### config.mk
export PLATFORM = sky130hd
export DESIGN_NAME = mrs_ctrl
export DESIGN_NICKNAME = d
export VERILOG_FILES = /design/src/hw/rtl/mrs_pkg.sv /design/src/hw/rtl/mrs_ctrl.sv
export SDC_FILE = /design/constraint.sdc
export NUM_CORES = 1
export LEC_CHECK = 0
export BUFFER_PORTS_ARGS = -buffer_cell sky130_fd_sc_hd__buf_2
export CORE_ASPECT_RATIO = 1.2
export CORE_MARGIN = 8
export CORE_UTILIZATION = 50
export DETAILED_ROUTE_END_ITERATION = 10
export PLACE_DENSITY = 0.77
export SLEW_MARGIN = 20
export SYNTH_ARGS = -nofsm -noshare
export SYNTH_HDL_FRONTEND = slang
export SYNTH_SLANG_ARGS = --single-unit
### constraint.sdc
create_clock -name clock -period 6.66 [get_ports clock]
set_input_delay 1.998 -clock clock [delete_from_list [all_inputs] [get_ports clock]]
set_output_delay 1.998 -clock clock [all_outputs]
set_load 0.01 [all_outputs]
### src/hw/rtl/mrs_pkg.sv
// Shared types, constants and the CRC step of the Modbus RTU register server.
package mrs_pkg;

   localparam int RegCount        = 64;
   localparam int RegAddrWidth    = $clog2(RegCount);
   localparam int RxBufferBytes   = 256;
   localparam int RxAddrWidth     = $clog2(RxBufferBytes);
   localparam int TxBufferBytes   = 256;
   localparam int TxAddrWidth     = $clog2(TxBufferBytes);
   localparam int MaxReadRegs     = 125;

   localparam logic [15:0] CRC_INIT        = 16'hFFFF;
   localparam logic [15:0] CRC_POLY        = 16'hA001;
   localparam logic [7:0]  FN_READ_HOLDING = 8'd3;
   localparam logic [7:0]  FN_WRITE_MULTI  = 8'd16;
   localparam logic [7:0]  FN_EXC_FLAG     = 8'h80;
   localparam logic [7:0]  BROADCAST_ADDR  = 8'd0;
   localparam logic [7:0]  SLAVE_ADDR_RST  = 8'd1;

   localparam logic [2:0] STATUS_NONE  = 3'd0;
   localparam logic [2:0] STATUS_DROP  = 3'd1;
   localparam logic [2:0] STATUS_OTHER = 3'd2;
   localparam logic [2:0] STATUS_REPLY = 3'd3;
   localparam logic [2:0] STATUS_BCAST = 3'd4;

   localparam logic [1:0] EXC_NONE             = 2'd0;
   localparam logic [1:0] EXC_ILLEGAL_FUNCTION = 2'd1;
   localparam logic [1:0] EXC_ILLEGAL_ADDRESS  = 2'd2;

   typedef enum logic [1:0] {
      CMD_RX_BYTE,
      CMD_GAP,
      CMD_PULL,
      CMD_HOST_READ
   } command_type;

   typedef struct packed {
      command_type       command;
      logic [7:0]        rx_byte;
      logic [5:0]        reg_index;
   } req_type;

   typedef struct packed {
      logic [7:0]  tx_byte;
      logic        tx_valid;
      logic        tx_last;
      logic [2:0]  frame_status;
      logic [1:0]  exception_code;
      logic        regs_written;
      logic [15:0] reg_data;
   } rsp_type;

   typedef enum logic [3:0] {
      OP_NONE,
      OP_RX_BYTE,
      OP_CRC_INIT,
      OP_RX_RD,
      OP_RX_CRC,
      OP_TX_INIT,
      OP_TX_PUT,
      OP_HR_RD,
      OP_RX_RD_W,
      OP_HI_CAP,
      OP_HR_WR,
      OP_GAP_DONE,
      OP_PULL_RD,
      OP_PULL_OUT,
      OP_HOST_RD,
      OP_HOST_OUT
   } dp_op_type;

   typedef enum logic [3:0] {
      SRC_ID,
      SRC_FN,
      SRC_FN_EXC,
      SRC_EXC,
      SRC_HDR,
      SRC_QTY2,
      SRC_HR_HI,
      SRC_HR_LO,
      SRC_CRC_LO,
      SRC_CRC_HI
   } tx_src_type;

   typedef enum logic [4:0] {
      ST_IDLE,
      ST_GAP_CHK,
      ST_CRC_RD,
      ST_CRC_UPD,
      ST_DECIDE,
      ST_EX_ID,
      ST_EX_FN,
      ST_EX_CODE,
      ST_RD_ID,
      ST_RD_FN,
      ST_RD_CNT,
      ST_RD_REQ,
      ST_RD_HI,
      ST_RD_LO,
      ST_WR_RA,
      ST_WR_RB,
      ST_WR_WR,
      ST_WR_CHK,
      ST_WE_ID,
      ST_WE_FN,
      ST_WE_HDR,
      ST_SEAL_LO,
      ST_SEAL_HI,
      ST_REPLY_DONE,
      ST_PULL,
      ST_HOST
   } state_type;

   typedef struct packed {
      dp_op_type  op;
      tx_src_type src;
      logic [2:0] status;
      logic [1:0] exc;
   } dp_cmd_type;

   typedef struct packed {
      logic rx_empty;
      logic rx_short;
      logic idx_last;
      logic crc_ok;
      logic addr_ok;
      logic bcast;
      logic fn_read;
      logic fn_write;
      logic cnt_lt8;
      logic write_short;
      logic read_bad;
      logic write_bad;
      logic rc_done;
      logic hdr_last;
   } dp_status_type;

   function automatic logic [15:0] crc_byte(input logic [15:0] crc_in, input logic [7:0] data);
      logic [15:0] c;
      c = crc_in ^ {8'h00, data};
      for (int b = 0; b < 8; b++) begin
         if (c[0]) begin
            c = (c >> 1) ^ CRC_POLY;
         end else begin
            c = c >> 1;
         end
      end
      return c;
   endfunction

endpackage

### src/hw/rtl/mrs_ctrl.sv
// Controller state machine that sequences requests, frame checks and reply assembly.
module mrs_ctrl (
   input  logic                   clock,
   input  logic                   reset,
   input  logic                   start,
   input  mrs_pkg::command_type   command,
   input  mrs_pkg::dp_status_type stat,
   output mrs_pkg::dp_cmd_type    cmd,
   output logic                   busy
);

   mrs_pkg::state_type state_ff;
   mrs_pkg::state_type state_in;

   always_ff @(posedge clock) begin
      if (reset) begin
         state_ff <= mrs_pkg::ST_IDLE;
      end else begin
         state_ff <= state_in;
      end
   end

   always_comb begin
      state_in   = state_ff;
      cmd.op     = mrs_pkg::OP_NONE;
      cmd.src    = mrs_pkg::SRC_ID;
      cmd.status = mrs_pkg::STATUS_NONE;
      cmd.exc    = mrs_pkg::EXC_NONE;
      unique case (state_ff)
         mrs_pkg::ST_IDLE: begin
            if (start) begin
               unique case (command)
                  mrs_pkg::CMD_RX_BYTE: cmd.op = mrs_pkg::OP_RX_BYTE;
                  mrs_pkg::CMD_GAP: begin
                     cmd.op   = mrs_pkg::OP_CRC_INIT;
                     state_in = mrs_pkg::ST_GAP_CHK;
                  end
                  mrs_pkg::CMD_PULL: begin
                     cmd.op   = mrs_pkg::OP_PULL_RD;
                     state_in = mrs_pkg::ST_PULL;
                  end
                  mrs_pkg::CMD_HOST_READ: begin
                     cmd.op   = mrs_pkg::OP_HOST_RD;
                     state_in = mrs_pkg::ST_HOST;
                  end
                  default: ;
               endcase
            end
         end
         mrs_pkg::ST_GAP_CHK: begin
            if (stat.rx_empty) begin
               cmd.op     = mrs_pkg::OP_GAP_DONE;
               cmd.status = mrs_pkg::STATUS_NONE;
               state_in   = mrs_pkg::ST_IDLE;
            end else if (stat.rx_short) begin
               cmd.op     = mrs_pkg::OP_GAP_DONE;
               cmd.status = mrs_pkg::STATUS_DROP;
               state_in   = mrs_pkg::ST_IDLE;
            end else begin
               state_in = mrs_pkg::ST_CRC_RD;
            end
         end
         mrs_pkg::ST_CRC_RD: begin
            cmd.op   = mrs_pkg::OP_RX_RD;
            state_in = mrs_pkg::ST_CRC_UPD;
         end
         mrs_pkg::ST_CRC_UPD: begin
            cmd.op   = mrs_pkg::OP_RX_CRC;
            state_in = stat.idx_last ? mrs_pkg::ST_DECIDE : mrs_pkg::ST_CRC_RD;
         end
         mrs_pkg::ST_DECIDE: begin
            cmd.op   = mrs_pkg::OP_GAP_DONE;
            state_in = mrs_pkg::ST_IDLE;
            if (!stat.crc_ok) begin
               cmd.status = mrs_pkg::STATUS_DROP;
            end else if (!stat.addr_ok) begin
               cmd.status = mrs_pkg::STATUS_OTHER;
            end else if (!stat.fn_read && !stat.fn_write) begin
               if (stat.bcast) begin
                  cmd.status = mrs_pkg::STATUS_BCAST;
               end else begin
                  cmd.op   = mrs_pkg::OP_TX_INIT;
                  cmd.exc  = mrs_pkg::EXC_ILLEGAL_FUNCTION;
                  state_in = mrs_pkg::ST_EX_ID;
               end
            end else if (stat.cnt_lt8) begin
               cmd.status = mrs_pkg::STATUS_DROP;
            end else if (stat.fn_read) begin
               if (stat.bcast) begin
                  cmd.status = mrs_pkg::STATUS_BCAST;
               end else if (stat.read_bad) begin
                  cmd.op   = mrs_pkg::OP_TX_INIT;
                  cmd.exc  = mrs_pkg::EXC_ILLEGAL_ADDRESS;
                  state_in = mrs_pkg::ST_EX_ID;
               end else begin
                  cmd.op   = mrs_pkg::OP_TX_INIT;
                  state_in = mrs_pkg::ST_RD_ID;
               end
            end else if (stat.write_short) begin
               cmd.status = mrs_pkg::STATUS_DROP;
            end else if (stat.write_bad) begin
               if (stat.bcast) begin
                  cmd.status = mrs_pkg::STATUS_BCAST;
               end else begin
                  cmd.op   = mrs_pkg::OP_TX_INIT;
                  cmd.exc  = mrs_pkg::EXC_ILLEGAL_ADDRESS;
                  state_in = mrs_pkg::ST_EX_ID;
               end
            end else begin
               cmd.op   = mrs_pkg::OP_NONE;
               state_in = mrs_pkg::ST_WR_RA;
            end
         end
         mrs_pkg::ST_EX_ID: begin
            cmd.op   = mrs_pkg::OP_TX_PUT;
            cmd.src  = mrs_pkg::SRC_ID;
            state_in = mrs_pkg::ST_EX_FN;
         end
         mrs_pkg::ST_EX_FN: begin
            cmd.op   = mrs_pkg::OP_TX_PUT;
            cmd.src  = mrs_pkg::SRC_FN_EXC;
            state_in = mrs_pkg::ST_EX_CODE;
         end
         mrs_pkg::ST_EX_CODE: begin
            cmd.op   = mrs_pkg::OP_TX_PUT;
            cmd.src  = mrs_pkg::SRC_EXC;
            state_in = mrs_pkg::ST_SEAL_LO;
         end
         mrs_pkg::ST_RD_ID: begin
            cmd.op   = mrs_pkg::OP_TX_PUT;
            cmd.src  = mrs_pkg::SRC_ID;
            state_in = mrs_pkg::ST_RD_FN;
         end
         mrs_pkg::ST_RD_FN: begin
            cmd.op   = mrs_pkg::OP_TX_PUT;
            cmd.src  = mrs_pkg::SRC_FN;
            state_in = mrs_pkg::ST_RD_CNT;
         end
         mrs_pkg::ST_RD_CNT: begin
            cmd.op   = mrs_pkg::OP_TX_PUT;
            cmd.src  = mrs_pkg::SRC_QTY2;
            state_in = mrs_pkg::ST_RD_REQ;
         end
         mrs_pkg::ST_RD_REQ: begin
            cmd.op   = mrs_pkg::OP_HR_RD;
            state_in = mrs_pkg::ST_RD_HI;
         end
         mrs_pkg::ST_RD_HI: begin
            cmd.op   = mrs_pkg::OP_TX_PUT;
            cmd.src  = mrs_pkg::SRC_HR_HI;
            state_in = mrs_pkg::ST_RD_LO;
         end
         mrs_pkg::ST_RD_LO: begin
            cmd.op   = mrs_pkg::OP_TX_PUT;
            cmd.src  = mrs_pkg::SRC_HR_LO;
            state_in = stat.rc_done ? mrs_pkg::ST_SEAL_LO : mrs_pkg::ST_RD_REQ;
         end
         mrs_pkg::ST_WR_RA: begin
            cmd.op   = mrs_pkg::OP_RX_RD_W;
            state_in = mrs_pkg::ST_WR_RB;
         end
         mrs_pkg::ST_WR_RB: begin
            cmd.op   = mrs_pkg::OP_HI_CAP;
            state_in = mrs_pkg::ST_WR_WR;
         end
         mrs_pkg::ST_WR_WR: begin
            cmd.op   = mrs_pkg::OP_HR_WR;
            state_in = mrs_pkg::ST_WR_CHK;
         end
         mrs_pkg::ST_WR_CHK: begin
            if (!stat.rc_done) begin
               state_in = mrs_pkg::ST_WR_RA;
            end else if (stat.bcast) begin
               cmd.op     = mrs_pkg::OP_GAP_DONE;
               cmd.status = mrs_pkg::STATUS_BCAST;
               state_in   = mrs_pkg::ST_IDLE;
            end else begin
               cmd.op   = mrs_pkg::OP_TX_INIT;
               state_in = mrs_pkg::ST_WE_ID;
            end
         end
         mrs_pkg::ST_WE_ID: begin
            cmd.op   = mrs_pkg::OP_TX_PUT;
            cmd.src  = mrs_pkg::SRC_ID;
            state_in = mrs_pkg::ST_WE_FN;
         end
         mrs_pkg::ST_WE_FN: begin
            cmd.op   = mrs_pkg::OP_TX_PUT;
            cmd.src  = mrs_pkg::SRC_FN;
            state_in = mrs_pkg::ST_WE_HDR;
         end
         mrs_pkg::ST_WE_HDR: begin
            cmd.op   = mrs_pkg::OP_TX_PUT;
            cmd.src  = mrs_pkg::SRC_HDR;
            state_in = stat.hdr_last ? mrs_pkg::ST_SEAL_LO : mrs_pkg::ST_WE_HDR;
         end
         mrs_pkg::ST_SEAL_LO: begin
            cmd.op   = mrs_pkg::OP_TX_PUT;
            cmd.src  = mrs_pkg::SRC_CRC_LO;
            state_in = mrs_pkg::ST_SEAL_HI;
         end
         mrs_pkg::ST_SEAL_HI: begin
            cmd.op   = mrs_pkg::OP_TX_PUT;
            cmd.src  = mrs_pkg::SRC_CRC_HI;
            state_in = mrs_pkg::ST_REPLY_DONE;
         end
         mrs_pkg::ST_REPLY_DONE: begin
            cmd.op     = mrs_pkg::OP_GAP_DONE;
            cmd.status = mrs_pkg::STATUS_REPLY;
            state_in   = mrs_pkg::ST_IDLE;
         end
         mrs_pkg::ST_PULL: begin
            cmd.op   = mrs_pkg::OP_PULL_OUT;
            state_in = mrs_pkg::ST_IDLE;
         end
         mrs_pkg::ST_HOST: begin
            cmd.op   = mrs_pkg::OP_HOST_OUT;
            state_in = mrs_pkg::ST_IDLE;
         end
         default: state_in = mrs_pkg::ST_IDLE;
      endcase
   end

   assign busy = state_ff != mrs_pkg::ST_IDLE;

endmodule

* Yosys cells after proc, flatten, opt, wreduce, memory -nomap -nowiden
Index checks and enable logic that the tools add are counted.
** Word-level totals
- Register bits :: 5
- Word-level logic and storage cells :: 96
- Input port bits :: 19
** Cells by class
- Muxes and demuxes :: 56
- Reduce and logical (&&, ||, !) cells :: 9
- Eq/ne operators :: 30
** Operator list (number)
- 5-bit case mux with 23 select lines :: 1
- 5-bit 2-to-1 mux :: 15
- 4-bit 2-to-1 mux :: 14
- 4-bit case mux with 14 select lines :: 1
- 5-bit == test (second input constant) :: 10
- 5-bit by 4-bit == test with 1-bit output (second input constant) :: 8
- 4-bit case mux with 9 select lines :: 1
- 3-bit 2-to-1 mux :: 8
- 5-bit by 3-bit == test with 1-bit output (second input constant) :: 4
- 2-bit 2-to-1 mux :: 9
- 4-bit case mux with 4 select lines :: 1
- 5-bit case mux with 3 select lines :: 1
- 13-bit OR reduction :: 1
- 3-bit case mux with 4 select lines :: 1
- 5-bit by 2-bit == test with 1-bit output (second input constant) :: 2
- 5-bit by 1-bit == test with 1-bit output (second input constant) :: 1
- 5-bit zero test :: 1
- 5-bit nonzero test :: 1
- 2-bit == test (second input constant) :: 2
- 1-bit 2-to-1 mux :: 4
- 4-bit by 1-bit inequality test with 1-bit output (second input constant) :: 1
- 2-bit by 1-bit == test with 1-bit output (second input constant) :: 1
- 1-bit zero test :: 2
- 2-bit zero test :: 1
- 4 further kinds :: 4

* Depth between registers and ports, before layout
Gate-level depths: netlist (run 1).
- Depth after elaboration :: 9
- Gate-level depth with buffers :: 7

* Least setup slack after synthesis (run 1)
No wires, ideal clock.
- Path type :: input -> output
- From :: input stat[7] in the netlist's numbering
- To :: output cmd[1] in the netlist's numbering
- Arrival :: 3.061 ns
- Required time :: 4.662 ns
- Path slack :: 1.601 ns
- Stages on the path :: 3
- Cells stage by stage :: clkbuf_1 -> nand4b_1 -> a2111oi_0
** RTL lines
- start: declaration :: line mrs_ctrl.sv:7 : input mrs_pkg::dp_status_type stat,
- end: declaration :: line mrs_ctrl.sv:8 : output mrs_pkg::dp_cmd_type cmd,

==> metrics.md, run 1 <==
| Metric | Value |
|---|---|
| Normalized max-slew margin | about a third |
| DP Worst Slack | around 1.4 ns |
| Adder-Cell Fraction of Synth Area | 4.11% |
| DR WL/cell | approximately 16 um |
| Share of cells above drive strength 1 | between 15 and 20% |
| Initial antenna violation count | 0 |
| Max Freq | around 190 MHz |
| Inserted Clock Buffers | 3 |
| Post-DP HPWL | 2.89 mm |
| Port Buf Inserts | 32 |
| Post-route setup slack | 1.40 ns |
| Hold Path Class | reg -> reg |
| Site Rows | 19 |
| Area Growth Syn to Fin | 10.8% |
| Fin. Hold Viols | 0 |
| Sequential Area | 100 um^2 |
| #FFs+latches synth | 5 |
| Crit path max-delay cell type | or3_1 |
| Post-synthesis mux area share | less than 1% |
| RSZ-0062 raised after global routing | no |
| Grt ovf | 0 |
| Final Cycle Share | 78.9% |
| Clk_lat worst skew | 0.24 ns |
| Vias/cell | 6.41 |
| Post-DRT Antenna Nets | 0 |
| Initial Util | about 53% |
| Final Skew | 0.00142 ns |
| Max IR drop VDD | roughly 220 uV |
| Outcome | finished clean |
| Ports | 33 |
| Pin count of the biggest net entering global routing | 34 |
| Total track usage | between 10% and 20% |
| Die height | roughly 70 um |
| Vias in the first global route | 1426 |
| Layout Cells excl Fill | 241 |
| CP peak stage delay | 0.34 ns |
| Net Count, Synth | ~220 |
| Fill cell count | around 250 |
| Compound-gate portion of the synthesized area | around 38% |
| Design area | approximately 1400 um^2 |
| Die width | approximately 61 um |
| Worst Max-Slew Pin Slew | about 1.0 ns |
| Biggest regs | state_ff (5) |
| Post-synth top area cell | a21oi_1 |
| Top area cells in the synthesized netlist | a21oi_1 8.2%, dfxtp_1 8.2%, nor2_1 5.2% |
| Clock root buffer | clkbuf_4 |
| Maxcap violations | 0 |
| Full die area | between 4000 and 5000 um^2 |
| Startpoint Class | input pin |
| Mapped Cells | between 150 and 200 |
| Multi-input logic area | 998 um^2 |
| Total Wirelength | ~3.9 mm |
| H-tree depth | 1 |
| Mean area per synthesized cell | 6.35 um^2 |
| First-pass GRT wire length | about 6.3 mm |
| Initial DRC Count | 97 |
| Final Power | ~0.4 mW |
| Synth cell types | 53 |
| DRT Pass-1 Iters | 4 |
| Post-CTS setup buffers | 0 |
| Worst Path Max Fanout | 12 |
| Ys async rst share | 0% |
| Inserted Diodes | 0 |
| # nets final | approximately 230 |
| Worst path cell trace | buf_2, nor2b_1, or3_1, a31oi_1, o22a_1, nand3_1, buf_2 |
| Setup CP Type | in -> out |
| Final setup viols | 0 |
| Synth Cell Area | roughly 1200 um^2 |
| Placed instance area | roughly 1300 um^2 |
| Number of flops mapped to enable cells by yosys | 0 |
| Crit path time final | ~5.3 ns |
| Post-CTS sizing | 0 |
| CP most frequent cell | buf_2 |
| Slew Viols, Final | 0 |
| Clock Sink Count | 5 |
| CP required | 4.66 ns |
| Clk slew on worst S/H paths | roughly 0.04 ns |
| CTS tree | built |
| Largest register FFs | 5 |
| Yosys Warn Count | 0 |
| Commonest non-fill, non-tap cell in the layout | buf_2 |
| Floorplan core area | 2310 um^2 |
| Placer congestion estimate | slightly below 1 |
| Ys flop type | dfxtp_1 |
| Synth top area share | 8.21% |
| Vias | roughly 1500 |
| Clk buf depth | 2 |
| Post-Synth Simple-Gate Area | 37.9% |
| Hold-fix buffers, CTS | 0 |
| Placed cells | between 200 and 250 |
| Largest family of logic cells by synthesized area | simple AND/OR/NAND/NOR gates |
| Most flop-heavy register | state_ff |
| Power Density | about 290 nW/um^2 |
| Synth Area in XOR/XNOR | 1.44% |
| Lkg Pwr | approximately 0.52 nW |
| Post-route setup TNS | 0 ns |
| Most frequent cells in the layout | 32 x buf_2, 20 x a21oi_1, 17 x nor2_1 |
| DRC | 0 |
| Seq/Total Area, Yosys | 8.21% |
| CP endpoint kind | output port |
| Critical Path AT | 3.26 ns |
cell usage after synthesis (all sizes together) (4+ instances only):
master and count:
ha 4, nor4 6, dfxtp 5, inv 7
a21oi 20, nand3 6, o21ai 12, nor2b 9
nor2 17, o22ai 4, nor3 5, nand2 13
buf 15, a31oi 7, nand2b 10, or3 4
per-layer routing:
| layer | GRT usage, % | wire (um) | vias to the layer above |
|---|---|---|---|
| met2 | 27.6 | 1820 | 89 |
| met1 | 24.0 | 1690 | 700 |
| met5 | 0 | 0 | - |
| li1 | - | - | 751 |
| met3 | 3.66 | 349 | 6 |
| met4 | 4.16 | 62 | 0 |
where the power goes:
part	switching (mW)	internal [mW]	leakage, nW
registers	0.0642	0.0387	0.0408
clock network	0.0117	0.0226	0.0150
logic	0.141	0.114	0.461
kinds of logic (layout without fill, tap and decap cells):
logic type,count (synthesis),count (layout)
AO/OA/AOI/OAI,70,70
XOR/XNOR,2,2
adder cells (fa/ha/maj),4,4
buffers and inverters,25,43
flip-flops,5,5
multiplexers,1,1
AND/OR/NAND/NOR,85,85
layout make-up:
| cell class | instances | area share [%] |
|---|---|---|
| Clock buffer | 4 | 1.95 |
| Inverter | 7 | 1.95 |
| Multi-Input combinational cell | 162 | 74.0 |
| Sequential cell | 5 | 7.41 |
| Tap cell | 31 | 2.87 |
| Timing Repair Buffer | 32 | 11.9 |
worst max-delay path: cells and delay by family:
family	cells	cell delay (ns)
compound gates	2	0.41
buf+inv	2	0.34
simple gates	3	0.50
metrics by stage:
| step | util [%] | hold WS [ns] |
|---|---|---|
| detailed placement | 57.4 | 1.08 |
| CTS | 58.5 | 1.08 |
| finish | 58.5 | 1.10 |
| global route | 58.5 | 1.16 |
| floorplan | - | 0.638 |
| global placement | 57.4 | 1.03 |
final timing paths:
| check | startpoint | end | slack, ns | cells after the start |
|---|---|---|---|---|
| setup / recovery | stat[7] | cmd[10] | 1.40 | 7 |
| hold reg to reg | state_ff[1]$_SDFFE_PP0P_ | state_ff[3]$_SDFFE_PP0P_ | 1.10 | 2 |
| setup reg to reg | state_ff[2]$_SDFFE_PP0P_ | state_ff[2]$_SDFFE_PP0P_ | 4.40 | 5 |
| hold / removal | state_ff[1]$_SDFFE_PP0P_ | state_ff[3]$_SDFFE_PP0P_ | 1.10 | 2 |
Power figures use the tool's default switching activity.
==> run 2: changes to the inputs <==
- clock period: 6.66 -> 5.1 ns (I/O delays scaled with it)
==> run 2 against run 1 <==
Net effect: clock skew rose by 0.0037 ns; critical path type unchanged; sequential power grew 30%; sequential cell count unchanged; die area is the same; setup slack got worse by 0.63 ns; non-clock buffer count unchanged; wire length decreased by 1.1%; final area unchanged; critical path depth did not move; combinational power is 30% higher; clock power rose by 39%; worst hold slack improved by 0.0012 ns.
==> metrics.md, run 2 (synthesis gave the netlist of run 1 again) <==
| Metric | Value |
|---|---|
| Worst Max-Slew Pin Slew | around 1.1 ns |
| Reg2Reg Setup Slack | 2.79 ns |
| Largest register FFs | 5 |
| Hold-fix buffers, CTS | 0 |
| Lkg Pwr | 0.516 nW |
| Initial Util | between 50% and 60% |
| Crit path buf inv count | 2 |
| Clk_lat worst skew | about 0.25 ns |
| Worst Path Max Fanout | 12 |
| Top Layer Used | met4 |
| Most flop-heavy register | state_ff |
| R2R Path End | state_ff[2]$_SDFFE_PP0P_ |
| Post-DRT Antenna Nets | 0 |
| Site Rows | 19 |
| Clk buf depth | 2 |
| Max IR drop VDD | between 200 and 300 uV |
| CP peak stage delay | about 0.34 ns |
| Clk slew on worst S/H paths | about 0.04 ns |
| Layout Cells excl Fill | approximately 240 |
| Clock root buffer | clkbuf_4 |
| Slew Viols, Final | 0 |
| Area Growth Syn to Fin | 10.8% |
| Placed instance area | roughly 1300 um^2 |
| Vias in the first global route | roughly 1400 |
| CP top delay family | simple AND/OR/NAND/NOR gates |
| Multi-input logic area | around 1000 um^2 |
| DR WL/cell | ~16 um |
| Total Wirelength | just under 4 mm |
| Worst path cell trace | buf_2, nor2b_1, or3_1, a31oi_1, o22a_1, nand3_1, buf_2 |
| Inserted Diodes | 0 |
| Full die area | between 4000 and 5000 um^2 |
| Critical Path AT | ~2.8 ns |
| Normalized max-slew margin | roughly 30% |
| Post-DP HPWL | approximately 2.9 mm |
| Share of cells above drive strength 1 | between 15 and 20% |
| Hold Path Class | reg -> reg |
| Post-route setup TNS | 0 ns |
| CTS tree | built |
| WL met3 | 368 um |
| Vias | ~1500 |
| RSZ-0062 raised after global routing | no |
| Crit path time final | around 4.3 ns |
| CP required | roughly 3.6 ns |
| Fin. Hold Viols | 0 |
| Die height | 70.1 um |
| Post-route setup slack | a little under 0.8 ns |
| Placer congestion estimate | 0.963 |
| Ports | 33 |
| Crit path max-delay cell type | or3_1 |
| Final Cycle Share | between 80% and 90% |
| CP endpoint kind | output port |
| Final Skew | approximately 0.0051 ns |
| DRT Pass-1 Iters | 4 |
| Pin count of the biggest net entering global routing | 34 |
| Placed cells | roughly 240 |
| WHS Path Cells | 2 |
| HP Start | state_ff[1]$_SDFFE_PP0P_ |
| Fin Hold WS | 1.10 ns |
| Hold EP | state_ff[3]$_SDFFE_PP0P_ |
| Port Buf Inserts | 32 |
| Inserted Clock Buffers | 3 |
| Fill cell count | around 250 |
| Sequential Area | roughly 100 um^2 |
| DP Worst Slack | 0.827 ns |
| Max Freq | around 230 MHz |
| R2r worst-path depth | 5 |
| Total track usage | 17.5% |
| Setup CP Type | in -> out |
| Biggest regs | state_ff (5) |
| Maxcap violations | 0 |
| DRC | 0 |
| Die width | between 60 and 70 um |
| Final setup viols | 0 |
| Design area | 1350 um^2 |
| Clock Sink Count | 5 |
| Initial DRC Count | ~140 |
| H-tree depth | 1 |
| Vias/cell | ~6.4 |
| Final core utilization | ~60% |
| Critical R2R Launch | state_ff[2]$_SDFFE_PP0P_ |
| Met1 Wirelength | 1.69 mm |
| Startpoint Class | input pin |
| Floorplan core area | ~2300 um^2 |
| Most frequent cells in the layout | 32 x buf_2, 20 x a21oi_1, 17 x nor2_1 |
| Commonest non-fill, non-tap cell in the layout | buf_2 |
| Final Power | ~0.51 mW |
| CP most frequent cell | buf_2 |
| Post-CTS setup buffers | 0 |
| Power Density | around 380 nW/um^2 |
| # nets final | between 200 and 250 |
| Wire length on met2 | between 1.5 and 2 mm |
| Grt ovf | 0 |
| Initial antenna violation count | 0 |
| Outcome | finished clean |
| First-pass GRT wire length | 6.11 mm |
| Post-CTS sizing | 0 |
==> run 2: cell counts in the layout (fill, tap and decap cells not counted) <==
No cell type changed its count.
==> run 2: area by class of cell <==
cell class	count	area share [%]
clock buffer	4	1.95
inverter	7	1.95
multi-input combinational	162	74.0
sequential	5	7.41
tap	31	2.87
timing repair buffer	32	11.9
==> run 2: worst max-delay path by stage <==
stage                     cells past startpoint      end    start
after floorplan                               3   cmd[1]  stat[7]
after global placement                        7  cmd[10]  stat[7]
after detailed placement                      7  cmd[10]  stat[7]
after CTS                                     7  cmd[10]  stat[7]
after global routing                          7  cmd[10]  stat[7]
final                                         7  cmd[10]  stat[7]
==> run 2: worst reg2reg max path, stage by stage (launching register included) <==
cell and delay [ns]:
dfxtp_1 0.93, inv_1 0.37, o32a_1 0.42, o32a_1 0.20
o311a_1 0.15, a31oi_1 0.18
==> run 2: power by group <==
part           total [mW]  internal, mW  switching, mW  leakage (nW)
combinational       0.332         0.149          0.183         0.461
clock              0.0477        0.0297         0.0180        0.0150
sequential          0.134        0.0505         0.0836        0.0408
==> run 2: metal layers <==
layer	vias up	GRT usage, %
li1	753	-
met1	693	23.8
met2	93	26.7
met3	6	3.11
met4	0	4.42
met5	-	0
